**config.mk**
```make
export PLATFORM = sky130hd
export DESIGN_NAME = text_console_char_writer_top_flat
export DESIGN_NICKNAME = d
export VERILOG_FILES = /design/src/hw/rtl/tcw_pkg.sv /design/src/hw/rtl/tcw_if.sv /design/src/hw/rtl/text_console_char_writer_top.sv /design/src/hw/rtl/tcw_in_stage.sv /design/src/hw/rtl/tcw_cursor_core.sv /design/src/hw/rtl/tcw_out_stage.sv /design/src/flat_wrapper.sv
export SDC_FILE = /design/constraint.sdc
export NUM_CORES = 1
export LEC_CHECK = 0
export BUFFER_PORTS_ARGS = -buffer_cell sky130_fd_sc_hd__buf_2
export CAP_MARGIN = 0
export CORE_ASPECT_RATIO = 1.4
export CORE_UTILIZATION = 54
export DETAILED_ROUTE_END_ITERATION = 10
export GPL_TIMING_DRIVEN = 0
export PLACE_DENSITY_LB_ADDON = 0.15
export SLEW_MARGIN = 20
export SYNTH_ARGS = -nofsm -noshare
export SYNTH_HDL_FRONTEND = slang
export SYNTH_SLANG_ARGS = --single-unit
```
**constraint.sdc**
```tcl
create_clock -name clk -period 3.2 [get_ports clk]
set_input_delay 0.8 -clock clk [delete_from_list [all_inputs] [get_ports clk]]
set_output_delay 0.8 -clock clk [all_outputs]
set_load 0.01 [all_outputs]
```
**src/hw/rtl/tcw_pkg.sv**
```systemverilog
// Shared types and constants for the text console character writer.
// Used by the channel interfaces and every tcw_* module; no dependencies.
package tcw_pkg;

  // Default screen geometry and tab spacing.
  localparam int SCREEN_COLUMNS = 80;
  localparam int SCREEN_ROWS    = 25;
  localparam int TAB_STOP       = 8;

  // Fixed payload widths.
  localparam int CHAR_W = 8;
  localparam int ADDR_W = 11;
  localparam int CELL_W = 16;
  localparam int COLOR_W = 8;

  // Character codes.
  localparam logic [CHAR_W-1:0] CHAR_ESCAPE     = 8'h1B;
  localparam logic [CHAR_W-1:0] CHAR_NEWLINE    = 8'h0A;
  localparam logic [CHAR_W-1:0] CHAR_TAB        = 8'h09;
  localparam logic [CHAR_W-1:0] CHAR_PRINT_LOW  = 8'd32;
  localparam logic [CHAR_W-1:0] CHAR_PRINT_HIGH = 8'd126;

  // Light grey on black.
  localparam logic [COLOR_W-1:0] RESET_COLOR = 8'h07;

  // Word handed from the input stage to the cursor core.
  typedef struct packed {
    logic              take;
    logic [CHAR_W-1:0] char_code;
  } tcw_item_t;

  // One result word.
  typedef struct packed {
    logic              cell_write;
    logic [ADDR_W-1:0] cell_address;
    logic [CELL_W-1:0] cell_word;
    logic [ADDR_W-1:0] cursor_offset;
  } tcw_result_t;

endpackage

```
**src/hw/rtl/tcw_if.sv**
```systemverilog
// Valid/ready channel interfaces for character input and cell/cursor results.
// Depends on tcw_pkg for payload widths.
interface tcw_char_if;
  logic                      valid;
  logic                      ready;
  logic [tcw_pkg::CHAR_W-1:0] char_code;

  modport source (output valid, output char_code, input ready);
  modport sink   (input valid, input char_code, output ready);
endinterface

interface tcw_cell_if;
  logic                      valid;
  logic                      ready;
  logic                      cell_write;
  logic [tcw_pkg::ADDR_W-1:0] cell_address;
  logic [tcw_pkg::CELL_W-1:0] cell_word;
  logic [tcw_pkg::ADDR_W-1:0] cursor_offset;

  modport source (output valid, output cell_write, output cell_address,
                  output cell_word, output cursor_offset, input ready);
  modport sink   (input valid, input cell_write, input cell_address,
                  input cell_word, input cursor_offset, output ready);
endinterface

```
**src/hw/rtl/text_console_char_writer_top.sv**
```systemverilog
// Top level of the text console character writer.
// Depends on tcw_pkg, tcw_if, tcw_in_stage, tcw_cursor_core and tcw_out_stage.
//
// Takes one character word per cycle unless out_chan backpressure stalls it,
// and drives a text-mode screen of SCREEN_COLUMNS by SCREEN_ROWS cells. ESC
// arms an escape, and the byte after it becomes the color for later cells (no
// result). Newline moves to column 0 of the next row, tab to the next multiple
// of TAB_STOP or to the next row when that stop falls past the last column;
// both give a result with cell_write low and the new cursor_offset. A
// printable byte (32..126) gives a result with cell_write high, the cell at
// the old cursor and the word {color, char}, then advances the cursor. The row
// wraps to 0 at the bottom. Other bytes are dropped without a result.
// Throughput is one word per cycle while out_chan is not stalled. An accepted
// word waits in an input register, the cursor update in tcw_cursor_core runs
// from it, and the result register captures the outcome. The cursor offset is
// kept as a running sum, so no multiplier sits in the update loop. While a
// finished result waits downstream, the input register can still take a new
// word, but that word waits there until the held result is taken.
module text_console_char_writer_top #(
  parameter int SCREEN_COLUMNS = tcw_pkg::SCREEN_COLUMNS,
  parameter int SCREEN_ROWS    = tcw_pkg::SCREEN_ROWS,
  parameter int TAB_STOP       = tcw_pkg::TAB_STOP
) (
  input logic        clk,
  input logic        rst_n,
  tcw_char_if.sink   in_chan,
  tcw_cell_if.source out_chan
);

  tcw_pkg::tcw_item_t   item;
  tcw_pkg::tcw_result_t core_result;
  tcw_pkg::tcw_result_t held_result;
  logic                 push;
  logic                 advance;

  // Hold the incoming character until the core can consume it.
  tcw_in_stage u_in_stage (
    .clk      (clk),
    .rst_n    (rst_n),
    .in_valid (in_chan.valid),
    .in_ready (in_chan.ready),
    .in_char  (in_chan.char_code),
    .advance  (advance),
    .item_o   (item)
  );

  // Decode the character and advance the cursor state.
  tcw_cursor_core #(
    .SCREEN_COLUMNS (SCREEN_COLUMNS),
    .SCREEN_ROWS    (SCREEN_ROWS),
    .TAB_STOP       (TAB_STOP)
  ) u_cursor_core (
    .clk      (clk),
    .rst_n    (rst_n),
    .item_i   (item),
    .push_o   (push),
    .result_o (core_result)
  );

  // Register the result; advance stalls the input stage under backpressure.
  tcw_out_stage u_out_stage (
    .clk       (clk),
    .rst_n     (rst_n),
    .push_i    (push),
    .result_i  (core_result),
    .out_ready (out_chan.ready),
    .out_valid (out_chan.valid),
    .advance   (advance),
    .result_o  (held_result)
  );

  assign out_chan.cell_write    = held_result.cell_write;
  assign out_chan.cell_address  = held_result.cell_address;
  assign out_chan.cell_word     = held_result.cell_word;
  assign out_chan.cursor_offset = held_result.cursor_offset;

endmodule

```
**src/hw/rtl/tcw_in_stage.sv**
```systemverilog
// Input register of the character writer: holds one character word.
// Depends on tcw_pkg for the item struct.
module tcw_in_stage (
  input  logic                        clk,
  input  logic                        rst_n,
  input  logic                        in_valid,
  output logic                        in_ready,
  input  logic [tcw_pkg::CHAR_W-1:0]  in_char,
  input  logic                        advance,
  output tcw_pkg::tcw_item_t          item_o
);

  logic                       valid_r, valid_nxt;
  logic [tcw_pkg::CHAR_W-1:0] char_r;
  logic                       load;

  // Take a new word whenever the held one leaves or none is held.
  assign in_ready = !valid_r || advance;
  assign load     = in_valid && in_ready;

  always_comb begin
    valid_nxt = valid_r;
    if (load) begin
      valid_nxt = 1'b1;
    end else if (advance) begin
      valid_nxt = 1'b0;
    end
  end

  always_ff @(posedge clk) begin
    if (!rst_n) begin
      valid_r <= 1'b0;
    end else begin
      valid_r <= valid_nxt;
    end
  end

  always_ff @(posedge clk) begin
    if (load) begin
      char_r <= in_char;
    end
  end

  assign item_o.take      = valid_r && advance;
  assign item_o.char_code = char_r;

endmodule

```
**src/hw/rtl/tcw_cursor_core.sv**
```systemverilog
// Cursor, color and escape state plus the per-character decode.
// Depends on tcw_pkg; fed by tcw_in_stage, feeds tcw_out_stage.
module tcw_cursor_core #(
  parameter int SCREEN_COLUMNS = tcw_pkg::SCREEN_COLUMNS,
  parameter int SCREEN_ROWS    = tcw_pkg::SCREEN_ROWS,
  parameter int TAB_STOP       = tcw_pkg::TAB_STOP
) (
  input  logic                 clk,
  input  logic                 rst_n,
  input  tcw_pkg::tcw_item_t   item_i,
  output logic                 push_o,
  output tcw_pkg::tcw_result_t result_o
);

  localparam int CW = (SCREEN_COLUMNS > 1) ? $clog2(SCREEN_COLUMNS) : 1;
  localparam int RW = (SCREEN_ROWS > 1) ? $clog2(SCREEN_ROWS) : 1;
  localparam int OW = $clog2(SCREEN_COLUMNS * SCREEN_ROWS);
  localparam int PW = (TAB_STOP > 1) ? $clog2(TAB_STOP) : 1;
  localparam int SW = $clog2(SCREEN_COLUMNS + TAB_STOP + 1);
  localparam int AW = tcw_pkg::ADDR_W;

  logic [CW-1:0]               col_r, col_nxt;
  logic [RW-1:0]               row_r, row_nxt;
  logic [OW-1:0]               offset_r, offset_nxt;
  logic [PW-1:0]               phase_r, phase_nxt;   // column modulo tab spacing
  logic [tcw_pkg::COLOR_W-1:0] color_r, color_nxt;
  logic                        esc_r, esc_nxt;

  logic                        row_last;
  logic [RW-1:0]               row_wrap;
  logic [OW-1:0]               line_base;
  logic [OW-1:0]               next_line;
  logic [SW-1:0]               col_w;
  logic [SW-1:0]               stop_w;
  logic [SW-1:0]               col_inc_w;
  logic [PW-1:0]               phase_inc;
  logic [OW+AW-1:0]            offset_now_x;
  logic [OW+AW-1:0]            offset_new_x;
  logic [tcw_pkg::CHAR_W-1:0]  ch;

  assign ch        = item_i.char_code;
  assign row_last  = (row_r == RW'(SCREEN_ROWS - 1));
  assign row_wrap  = row_last ? '0 : row_r + 1'b1;
  assign line_base = offset_r - OW'(col_r);
  assign next_line = row_last ? '0 : line_base + OW'(SCREEN_COLUMNS);
  assign col_w     = SW'(col_r);
  assign stop_w    = col_w - SW'(phase_r) + SW'(TAB_STOP);
  assign col_inc_w = col_w + 1'b1;
  assign phase_inc = (phase_r == PW'(TAB_STOP - 1)) ? '0 : phase_r + 1'b1;

  always_comb begin
    col_nxt    = col_r;
    row_nxt    = row_r;
    offset_nxt = offset_r;
    phase_nxt  = phase_r;
    color_nxt  = color_r;
    esc_nxt    = esc_r;
    push_o     = 1'b0;
    result_o   = '0;
    if (item_i.take) begin
      if (esc_r) begin
        // Byte after escape becomes the color, whatever it is.
        color_nxt = ch;
        esc_nxt   = 1'b0;
      end else if (ch == tcw_pkg::CHAR_ESCAPE) begin
        esc_nxt = 1'b1;
      end else if (ch == tcw_pkg::CHAR_NEWLINE) begin
        col_nxt    = '0;
        phase_nxt  = '0;
        row_nxt    = row_wrap;
        offset_nxt = next_line;
        push_o     = 1'b1;
      end else if (ch == tcw_pkg::CHAR_TAB) begin
        phase_nxt = '0;
        push_o    = 1'b1;
        if (stop_w >= SW'(SCREEN_COLUMNS)) begin
          col_nxt    = '0;
          row_nxt    = row_wrap;
          offset_nxt = next_line;
        end else begin
          col_nxt    = stop_w[CW-1:0];
          offset_nxt = line_base + OW'(stop_w);
        end
      end else if (ch inside {[tcw_pkg::CHAR_PRINT_LOW:tcw_pkg::CHAR_PRINT_HIGH]}) begin
        push_o                = 1'b1;
        result_o.cell_write   = 1'b1;
        result_o.cell_address = offset_now_x[AW-1:0];
        result_o.cell_word    = {color_r, ch};
        if (col_inc_w >= SW'(SCREEN_COLUMNS)) begin
          col_nxt    = '0;
          phase_nxt  = '0;
          row_nxt    = row_wrap;
          offset_nxt = next_line;
        end else begin
          col_nxt    = col_inc_w[CW-1:0];
          phase_nxt  = phase_inc;
          offset_nxt = offset_r + 1'b1;
        end
      end
    end
    result_o.cursor_offset = offset_new_x[AW-1:0];
  end

  // Zero-extend before cutting to the address width so the slice is legal for any geometry.
  assign offset_now_x = {{AW{1'b0}}, offset_r};
  assign offset_new_x = {{AW{1'b0}}, offset_nxt};

  always_ff @(posedge clk) begin
    if (!rst_n) begin
      col_r    <= '0;
      row_r    <= '0;
      offset_r <= '0;
      phase_r  <= '0;
      color_r  <= tcw_pkg::RESET_COLOR;
      esc_r    <= 1'b0;
    end else begin
      col_r    <= col_nxt;
      row_r    <= row_nxt;
      offset_r <= offset_nxt;
      phase_r  <= phase_nxt;
      color_r  <= color_nxt;
      esc_r    <= esc_nxt;
    end
  end

  // The running offset must track row and column exactly.
  a_offset_tracks: assert property (@(posedge clk) disable iff (!rst_n)
    int'(offset_r) == int'(row_r) * SCREEN_COLUMNS + int'(col_r))
    else $error("cursor offset out of step with row and column");

  a_cursor_range: assert property (@(posedge clk) disable iff (!rst_n)
    (int'(col_r) < SCREEN_COLUMNS) && (int'(row_r) < SCREEN_ROWS))
    else $error("cursor outside the screen");

  a_phase_range: assert property (@(posedge clk) disable iff (!rst_n)
    int'(phase_r) < TAB_STOP || (TAB_STOP == 1 && phase_r == '0))
    else $error("tab phase out of range");

  // The byte after an escape only changes the color.
  a_escape_no_move: assert property (@(posedge clk) disable iff (!rst_n)
    (item_i.take && esc_r) |-> (!push_o && offset_nxt == offset_r && !esc_nxt))
    else $error("escape sequence moved the cursor or produced a result");

endmodule

```
**src/hw/rtl/tcw_out_stage.sv**
```systemverilog
// Result register of the character writer: holds one result word.
// Depends on tcw_pkg for the result struct.
module tcw_out_stage (
  input  logic                 clk,
  input  logic                 rst_n,
  input  logic                 push_i,
  input  tcw_pkg::tcw_result_t result_i,
  input  logic                 out_ready,
  output logic                 out_valid,
  output logic                 advance,
  output tcw_pkg::tcw_result_t result_o
);

  logic                 valid_r, valid_nxt;
  tcw_pkg::tcw_result_t data_r;

  // Room for a new word when empty or when the held word is taken now.
  assign advance = !valid_r || out_ready;

  always_comb begin
    valid_nxt = valid_r;
    if (push_i) begin
      valid_nxt = 1'b1;
    end else if (out_ready) begin
      valid_nxt = 1'b0;
    end
  end

  always_ff @(posedge clk) begin
    if (!rst_n) begin
      valid_r <= 1'b0;
    end else begin
      valid_r <= valid_nxt;
    end
  end

  always_ff @(posedge clk) begin
    if (push_i) begin
      data_r <= result_i;
    end
  end

  assign out_valid = valid_r;
  assign result_o  = data_r;

endmodule
```
**src/flat_wrapper.sv**
```systemverilog
// flat-port wrapper written by rule: the top's interface ports become plain ports
module text_console_char_writer_top_flat 
#(
  parameter int SCREEN_COLUMNS = tcw_pkg::SCREEN_COLUMNS,
  parameter int SCREEN_ROWS    = tcw_pkg::SCREEN_ROWS,
  parameter int TAB_STOP       = tcw_pkg::TAB_STOP
)
  (clk, rst_n, in_chan_valid, in_chan_char_code, in_chan_ready, out_chan_valid, out_chan_cell_write, out_chan_cell_address, out_chan_cell_word, out_chan_cursor_offset, out_chan_ready);
  tcw_char_if in_chan_i ();
  tcw_cell_if out_chan_i ();
  input logic clk;
  input logic rst_n;
  input wire logic [$bits(in_chan_i.valid)-1:0] in_chan_valid;
  input wire logic [$bits(in_chan_i.char_code)-1:0] in_chan_char_code;
  output wire logic [$bits(in_chan_i.ready)-1:0] in_chan_ready;
  output wire logic [$bits(out_chan_i.valid)-1:0] out_chan_valid;
  output wire logic [$bits(out_chan_i.cell_write)-1:0] out_chan_cell_write;
  output wire logic [$bits(out_chan_i.cell_address)-1:0] out_chan_cell_address;
  output wire logic [$bits(out_chan_i.cell_word)-1:0] out_chan_cell_word;
  output wire logic [$bits(out_chan_i.cursor_offset)-1:0] out_chan_cursor_offset;
  input wire logic [$bits(out_chan_i.ready)-1:0] out_chan_ready;
  assign in_chan_i.valid = in_chan_valid;
  assign in_chan_i.char_code = in_chan_char_code;
  assign in_chan_ready = in_chan_i.ready;
  assign out_chan_valid = out_chan_i.valid;
  assign out_chan_cell_write = out_chan_i.cell_write;
  assign out_chan_cell_address = out_chan_i.cell_address;
  assign out_chan_cell_word = out_chan_i.cell_word;
  assign out_chan_cursor_offset = out_chan_i.cursor_offset;
  assign out_chan_i.ready = out_chan_ready;
  text_console_char_writer_top #(.SCREEN_COLUMNS(SCREEN_COLUMNS), .SCREEN_ROWS(SCREEN_ROWS), .TAB_STOP(TAB_STOP)) u_core (.clk(clk), .rst_n(rst_n), .in_chan(in_chan_i), .out_chan(out_chan_i));
endmodule
```
==> out/qor.yml <==
place:
  place.gp.congestion: 0.9081
  io_buffers: 52
  dpl_cell_area_sq_um: 5464
  pre_cts_slack_ns: -0.9946
  post-dp-hpwl_um: 9114
sta:
  slew-limit-headroom_pct: 51.80
  rsz0062_at_grt: "true"
  worstMarginPinSlew_ns: 0.7230
  setup_viol: 9
  fin_crit_sh_pct: 106.1
  skew_ns: 0.01151
  post-route-min-period_ns: 3.396
  finalHoldViolCount: 0
  clock.fmax_ghz: 0.2945
  hold_slack_ns: 0.5011
  finalMaxSlewViolations: 0
  timing.final.ws_setup_ns: -0.1957
floorplanning:
  pin_count: 53
  die_h_um: 115.9
  die-width_um: 83.36
  rows: 41
  core_sq_um: 9029
  start_util_pct: 55.42
  dieArea_sq_um: 9660
clock_network:
  cts_root_buffer: "clkbuf_16"
  clock_sinks: 84
  cts_buffers: 9
  clk_pin_slew_ns: 0.06
  cts_tree: "yes"
  hold_buffers: 0
  h-tree-depth: 3
  clk_latency_ns: 0.34
  clockBufferDepth: 2
setup_path:
  crit_arrival_ns: 3.48
  critical_path_peak_fanout: 4
  setup.worst_path.end_class: "flop"
  cp.required_ns: 3.29
  critPathKind: "reg -> reg"
  worst_setup_path_start_kind: "flop"
logic_synthesis:
  synth_cells: 516
  yosys.area.top_type_share_pct: 28.21
  async_reset_ff_share_pct: 0
  yosysWarnings: 0
  syn_avg_cell_area_sq_um: 9.697
  synth_seq_cells: 84
  syn_nets: 560
  seq_area_frac_synth_pct: 43.01
  synth-edff-count: 47
  synthFlopType: "edfxtp_1"
  yosys.area.top_type: "edfxtp_1"
  yosys.cell_types.count: 67
  synth_area_leaders: "edfxtp_1 (28%), dfxtp_1 (15%), ha_1 (7.3%)"
  syn_area_sq_um: 5004
routing:
  drc: 0
  dr.pass1.iters: 7
  routed_wl_um: 13470
  vias_per_cell: 6.203
  drt_iter0_markers: 291
  routed-via-count: 4435
  wl_per_cell_um: 18.84
  antenna_left: 0
hold_path:
  hold_class: "reg -> reg"
finish:
  area_growth_pct: 26.71
  layout_commonest_cell: "buf_2"
  drive_gt1_share_pct: 30.26
  nNetsFinal: 647
  design_area_sq_um: 6340
  antenna_cells: 0
  layout_common_cells: "buf_2 (55), edfxtp_1 (47), and3_1 (33)"
run_status:
  violations: "setup timing"
  outcome: "finished with violations"
global_route:
  grt_overflow: 0
  grt_pass1_wl_um: 20360
  antenna_found_initial: 0
  grt_max_degree: 49
  grt_usage_pct: 27.12
  grt_pass1_vias: 4225
pwr:
  switchingPower_uw: 691.1
  intPower_mw: 1.943
  power_frac_seq_pct: 44.9
  swShare_pct: 26.23
  peakVddDrop_uv: 457.8
  pwr-share-comb_pct: 16.0
  powerDensity_nw_per_um2: 415.5
  power_frac_clock_pct: 39.1
  leakage_nw: 2.634
job:
  cap_violations: 0
[power groups by stage]
stage | clock network (mW) | registers (mW) | logic [mW]
2_1_floorplan | 0 | 1.21 | 0.233
3_3_place_gp | 0 | 1.21 | 0.312
3_5_place_dp | 0 | 1.21 | 0.324
4_1_cts | 1.03 | 1.18 | 0.364
6_report | 1.03 | 1.18 | 0.423
5_1_grt | 1.07 | 1.18 | 0.455
[through the flow]
| step | TNS, ns | instances | power (mW) | util (%) |
|---|---|---|---|---|
| 6_report | -1.032 | 715 | 2.634 | 70.22 |
| 5_1_grt | -2.241 | 715 | 2.714 | 70.22 |
| 4_1_cts | -0.4032 | 706 | 2.577 | 67.09 |
| 3_5_place_dp | -44.42 | 675 | 1.532 | 60.52 |
| 3_3_place_gp | -41.28 | 675 | 1.519 | 60.52 |
| 2_1_floorplan | -0.01431 | 516 | 1.441 | - |
[layer usage]
metal	vias up	GRT usage [%]	share of wire, %
li1	2093	-	-
met4	0	14.71	3.9
met5	-	0	0
met3	48	5.413	5.0
met1	2135	29.79	38
met2	159	49.40	53
[final timing paths]
path	startpoint	end	slack, ns	cells past startpoint
hold / removal	u_core.u_cursor_core.color_r[1]	u_core.u_cursor_core.color_r[1]	0.50	2
setup / recovery	u_core.u_cursor_core.col_r[0]	u_core.u_out_stage.result_o[10]	-0.20	15
setup reg to reg	u_core.u_cursor_core.col_r[0]	u_core.u_out_stage.result_o[10]	-0.20	15
hold reg to reg	u_core.u_cursor_core.color_r[1]	u_core.u_cursor_core.color_r[1]	0.50	2
[final cells by class]
| type | instances | area, sq um |
|---|---|---|
| timing repair buffer | 76 | 451.7 |
| clock inverter | 6 | 63.81 |
| clock buffer | 10 | 229.0 |
| buffer | 25 | 132.6 |
| multi-input combinational | 376 | 3039 |
| inverter | 31 | 116.4 |
| tap | 107 | 133.9 |
| sequential | 84 | 2173 |
| fill | 670 | 2689 |
[state kept, by name (all words and copies together), names as in the netlist]
| signal | count |
|---|---|
| u_core.u_cursor_core.col_r | 7 |
| u_core.u_cursor_core.color_r | 8 |
| u_core.u_cursor_core.esc_r | 1 |
| u_core.u_cursor_core.offset_r | 11 |
| u_core.u_cursor_core.phase_r | 3 |
| u_core.u_cursor_core.row_r | 5 |
| u_core.u_in_stage.char_r | 8 |
| u_core.u_in_stage.valid_r | 1 |
| u_core.u_out_stage.out_valid | 1 |
| u_core.u_out_stage.result_o | 39 |
[cells by family (layout without fill, tap and decap cells)]
group           Yosys count  in the layout  synth area share, %
simple gates            180            180                19.60
compound gates          131            131                18.43
flops                    84             84                43.01
buf+inv                  56            148                4.676
fa+ha+maj                32             32                8.452
xor+xnor                 26             26                4.551
mux                       6              6                1.200
other cells               1              1              0.07495
[repair_timing]
action / CTS / global route
setup buffers: 15 / 9
cloned: 0 / 0
setup endpoints to repair: 72 / 72
hold endpoints to repair: 0 / 0
pin swaps: 20 / 18
gates resized for setup: 49 / 51
[cell usage after synthesis, drive strengths merged (4+ instances only)]
master and count:
a21o 4, dfxtp 37, edfxtp 47, nor2b 19, nor2 26, nor4 4, and2 11, nor3 14
nor3b 5, nand2 31, inv 31, a21boi 4, nand3 12, a211oi 5, o21a 7, o31ai 4
o21ai 31, xor2 10, buf 7, nand4 4, a31oi 7, ha 29, o211ai 7, clkbuf 18
o211a 4, or2 8, o31a 4, and3 33, xnor2 16, a22oi 4, a21oi 17, mux2i 6
[critical path: stages, from the launching register on]
cell,delay (ns)
dfxtp_4,0.35
buf_6,0.11
ha_4,0.16
fa_2,0.41
nor2b_4,0.14
o21a_1,0.18
o21ai_2,0.08
and2_4,0.18
ha_4,0.30
o21ai_4,0.07
o21bai_4,0.17
a22o_1,0.20
a31oi_4,0.12
or4b_4,0.50
nand3_2,0.10
a21oi_1,0.07
(Power assumes the default switching activity.)
